[src/design/spq_pkg.sv]
`timescale 1ns / 1ps

package spq_pkg;

    localparam int DATA_W = 32;

    // operation codes carried on s_axis tuser
    localparam logic KIND_ENQ = 1'b0;
    localparam logic KIND_DEQ = 1'b1;

    // result status codes carried on m_axis tuser
    localparam logic [1:0] ST_OK        = 2'd0;
    localparam logic [1:0] ST_OVERFLOW  = 2'd1;
    localparam logic [1:0] ST_UNDERFLOW = 2'd2;

    localparam int COUNT_OUT_W = 7;

    typedef struct packed {
        logic signed [DATA_W-1:0] value;
        logic signed [DATA_W-1:0] prio;
    } entry_t;

    // broadcast to every cell in the chain
    typedef struct packed {
        logic                     enq;
        logic                     deq;
        logic signed [DATA_W-1:0] value;
        logic signed [DATA_W-1:0] prio;
    } ctrl_t;

endpackage

[src/design/spq_cell.sv]
`timescale 1ns / 1ps

module spq_cell (
    input  logic            aclk,
    input  spq_pkg::ctrl_t  ctrl,
    input  logic            occupied,
    input  logic            prev_keep,
    input  spq_pkg::entry_t prev_ent,
    input  spq_pkg::entry_t succ_ent,
    output spq_pkg::entry_t ent,
    output logic            keep,
    output spq_pkg::entry_t ent_next
);

    spq_pkg::entry_t ent_reg;

    // entry stays put when it is stored and ranks at or ahead of the new word
    assign keep = occupied && ($signed(ent_reg.prio) <= $signed(ctrl.prio));
    assign ent  = ent_reg;

    always_comb begin
        ent_next = ent_reg;
        if (ctrl.enq) begin
            if (!keep) begin
                if (prev_keep) begin
                    ent_next.value = ctrl.value;
                    ent_next.prio  = ctrl.prio;
                end else begin
                    ent_next = prev_ent;
                end
            end
        end else if (ctrl.deq) begin
            ent_next = succ_ent;
        end
    end

    always_ff @(posedge aclk) begin
        ent_reg <= ent_next;
    end

endmodule

[config.mk]
export PLATFORM = sky130hd
export DESIGN_NAME = spq_cell
export DESIGN_NICKNAME = d
export VERILOG_FILES = /design/src/design/spq_pkg.sv /design/src/design/spq_cell.sv
export SDC_FILE = /design/constraint.sdc
export NUM_CORES = 1
export LEC_CHECK = 0
export ABC_AREA = 1
export CORE_AREA = 4 4 124 126
export DETAILED_ROUTE_END_ITERATION = 8
export DIE_AREA = 0 0 128 130
export DONT_BUFFER_PORTS = 1
export PLACE_DENSITY_LB_ADDON = 0.1
export RECOVER_POWER = 25
export SLEW_MARGIN = 20
export SYNTH_ARGS = -nofsm -noshare
export SYNTH_HDL_FRONTEND = slang
export SYNTH_SLANG_ARGS = --single-unit
export TNS_END_PERCENT = 50
[constraint.sdc]
create_clock -name aclk -period 3 [get_ports aclk]
set_clock_uncertainty 0.2 [all_clocks]
set_input_delay 0.6 -clock aclk [delete_from_list [all_inputs] [get_ports aclk]]
set_output_delay 0.6 -clock aclk [all_outputs]
set_load 0.1 [all_outputs]
==> results.ini <==
[run_status]
status=finished with violations
violations=setup timing

[detailed_routing]
vias_per_cell=5.563
routedWlPerCell_um=20.95
drt_iter0_drc=233
num_vias=5841
ant_nets=0
drcViolationCount=0
drtPass1Iterations=4
drt-total-wl_um=22000

[floorplanning]
die_w_um=128
initial_core_util_pct=38.59
rows=44
die-area_um2=16640
die_h_um=130
coreArea_um2=14310
pin_count=326

[cts]
htree_levels=3
tritoncts=done
cts.clk_slew.worst_paths_ps=60
ctsRootBufferMaster=clkbuf_16
clock_path_buffers=2
numCtsBuffers=9
clock_latency_ps=340
cts_hold_buf=0
clock_sinks=64

[power]
comb_power_share_pct=68.9
p_int_w=0.002881
leakage_nw=3.778
power_switching_w=0.004181
irDropWorstVdd_v=0.0004483
switching_share_pct=59.20
powerDensity_nw_per_um2=770.8
pwr-share-seq_pct=15.9
p_clk_share_pct=15.2

[final_layout]
syn_to_final_growth_pct=65.87
largest_reg_flops=64
multi_input_area_um2=5907
fillCellCount=1201
drive_above_1_share_pct=46.18
regArea_um2=1379
nets=1088
final_core_util_pct=64.01

[placement]
dp_hpwl_um=15210
io_buffers=0
finalWeightedCongestion=0.8708

[critical_path]
max_stage_delay_ps=350
crit_type=reg -> out
r2r_start=ent[31]
critical_path.cell_chain=ha_4 > nand2_2 > nor3_4 > and3_4 > nand2_4 > nand2_2 > nand2_2 > nand3_4 > nand2_8 > buf_12 > nand2_1 > nand3_2 > nand2_8
start_kind=register
cp_slowest_cell=dfxtp_4
crit_top_cell=nand2_2
path_max_fanout=8
worstPathRequired_ps=2200
crit_start=ent[31]
arrival_ps=2600
crit_path_end_kind=output port

[synthesis]
ys_top_cells_by_count=nand2_1, inv_1, o21ai_0
netlist.area_leader.share_pct=23.19
ys_ff_latch=64
syn_nets=1039
yosys.cell_count.top_type=nand2_1
synth_edf_count=0
syn_inst=810
synth_top_area_cell=dfxtp_1
ys.flop_type=dfxtp_1
ys_seq_area_share_pct=23.19
ys.warnings.count=0
async_flop_share_pct=0
synth_area_um2=5524
synth.area.top_cells=dfxtp_1, nand2_1, nand3_2, o21ai_0, nand3_1
yosysUniqueCellTypes=24
postSynthAreaPerCell_um2=6.820

[sta]
hold_viol_final=0
fin_crit_sh_pct=113.3
setup_viol=65
holdWs_ps=377.1
slew_headroom_pct=14.53
grt_setup_unrepaired=true
layout_setup_ws_ps=-398.0
min_period_ps=3398
tightestPinTransition_ps=1282
max_freq_mhz=294.3
report.final.slew_viol_count=0

[global_route]
antenna_found_initial=3
grt_use_total_pct=23.81
grt_start_max_net_pins=129
grt_overflow=0
grt_first_pass_wirelength_um=31020
grt_pass1_vias=5771

[worst_hold_path]
hp-start=ctrl[65]
hold_class=in -> reg

[flow_run]
drv_cap=0

-- worst max-delay path: cells and delay by family (launching register included) --
kind | cells | cell delay [ps]
fa+ha+maj | 1 | 290
simple gates | 11 | 1430
flops | 1 | 350
buf+inv | 1 | 180
-- kinds of logic (layout without fill, tap and decap cells) --
kind of cell,Yosys count,after routing,share of synthesized area (%)
other,0,2,0
AOI/OAI and AO/OA,178,178,16.26
and+or+nand+nor,339,339,33.21
adders and majority gates,32,32,7.248
buffers and inverters,164,218,14.11
DFF,64,64,23.19
muxes,33,33,5.980
-- cells in the final DEF, fill, tap and decap left out --
master and n:
dfxtp_4 23, nand4_1 3, a21oi_2 7, buf_12 6
nor3_4 1, nor3_2 1, o21ai_0 96, nand2_4 36
nor2_1 7, inv_1 95, clkbuf_16 18, a21oi_1 71
nor2_2 1, clkbuf_1 32, nand2_2 31, dfxtp_2 9
dfxtp_1 32, and3_4 1, buf_16 4, nand2_1 60
nand3_2 39, ha_1 14, inv_16 1, inv_12 1
nand3_1 18, mux2i_1 33, a21o_1 1, inv_2 4
nand2_8 65, nand3_4 76, buf_4 50, buf_8 2
diode_2 2, o21a_1 2, inv_4 2, ha_4 18
o21ai_1 1, clkinv_2 3
-- layer usage --
layer / global-route usage [%] / part of all wire, % / wire, µm / up-vias
met1: 25.78 / 35 / 7741 / 2756
met2: 43.28 / 54 / 11780 / 247
li1: - / - / - / 2791
met4: 8.240 / 2.8 / 616 / 2
met3: 8.228 / 8.4 / 1843 / 45
met5: 0 / 0.059 / 13 / -
-- area by class of cell --
type,count,share of cell area (%)
multi-input combinational,582,64.47
sequential,64,15.05
timing repair buffer,98,10.04
inverter,104,4.643
clock buffer,14,3.127
tap,184,2.513
clock inverter,2,0.1092
antenna,2,0.05462
-- final timing paths --
path,endpoint,slack [ps],cells past startpoint
setup reg to reg,ent[9],370,13
setup / recovery,ent_next[12],-400,13
hold reg to reg,ent[37],590,4
hold / removal,ent[58],380,2
-- power groups by stage --
stage                     registers (W)  logic (W)  clock network (W)
after floorplan                 0.00221    0.00280                  0
after global placement          0.00113    0.00429                  0
after detailed placement        0.00113    0.00434                  0
after CTS                       0.00111    0.00446            0.00110
after global routing            0.00114    0.00507            0.00114
final                           0.00113    0.00487            0.00107
-- per-stage QoR --
stage                     power [W]  setup WS (ps)  TNS, ps  std cells  instance area [µm²]
after detailed placement   0.005472         -433.1   -23140       1018                 7936
after floorplan            0.005011         -78.99    -4117        810                 7383
after global placement     0.005416         -423.5   -22970       1018                 7936
after CTS                  0.006674         -426.2   -24880       1039                 8409
final                      0.007062         -398.0   -22950       1050                 9163
after global routing       0.007358         -496.4   -28990       1050                 9163
-- repair_timing --
action / 4_1_cts / 5_1_grt
buffers inserted: 3 / 0
gates resized for setup: 22 / 111
setup endpoints to repair: 65 / 65
pin swaps: 8 / 43
endpoints found under the hold margin: 0 / 0
cloned: 2 / 9
No activity file was read; power rests on OpenSTA's default activity.
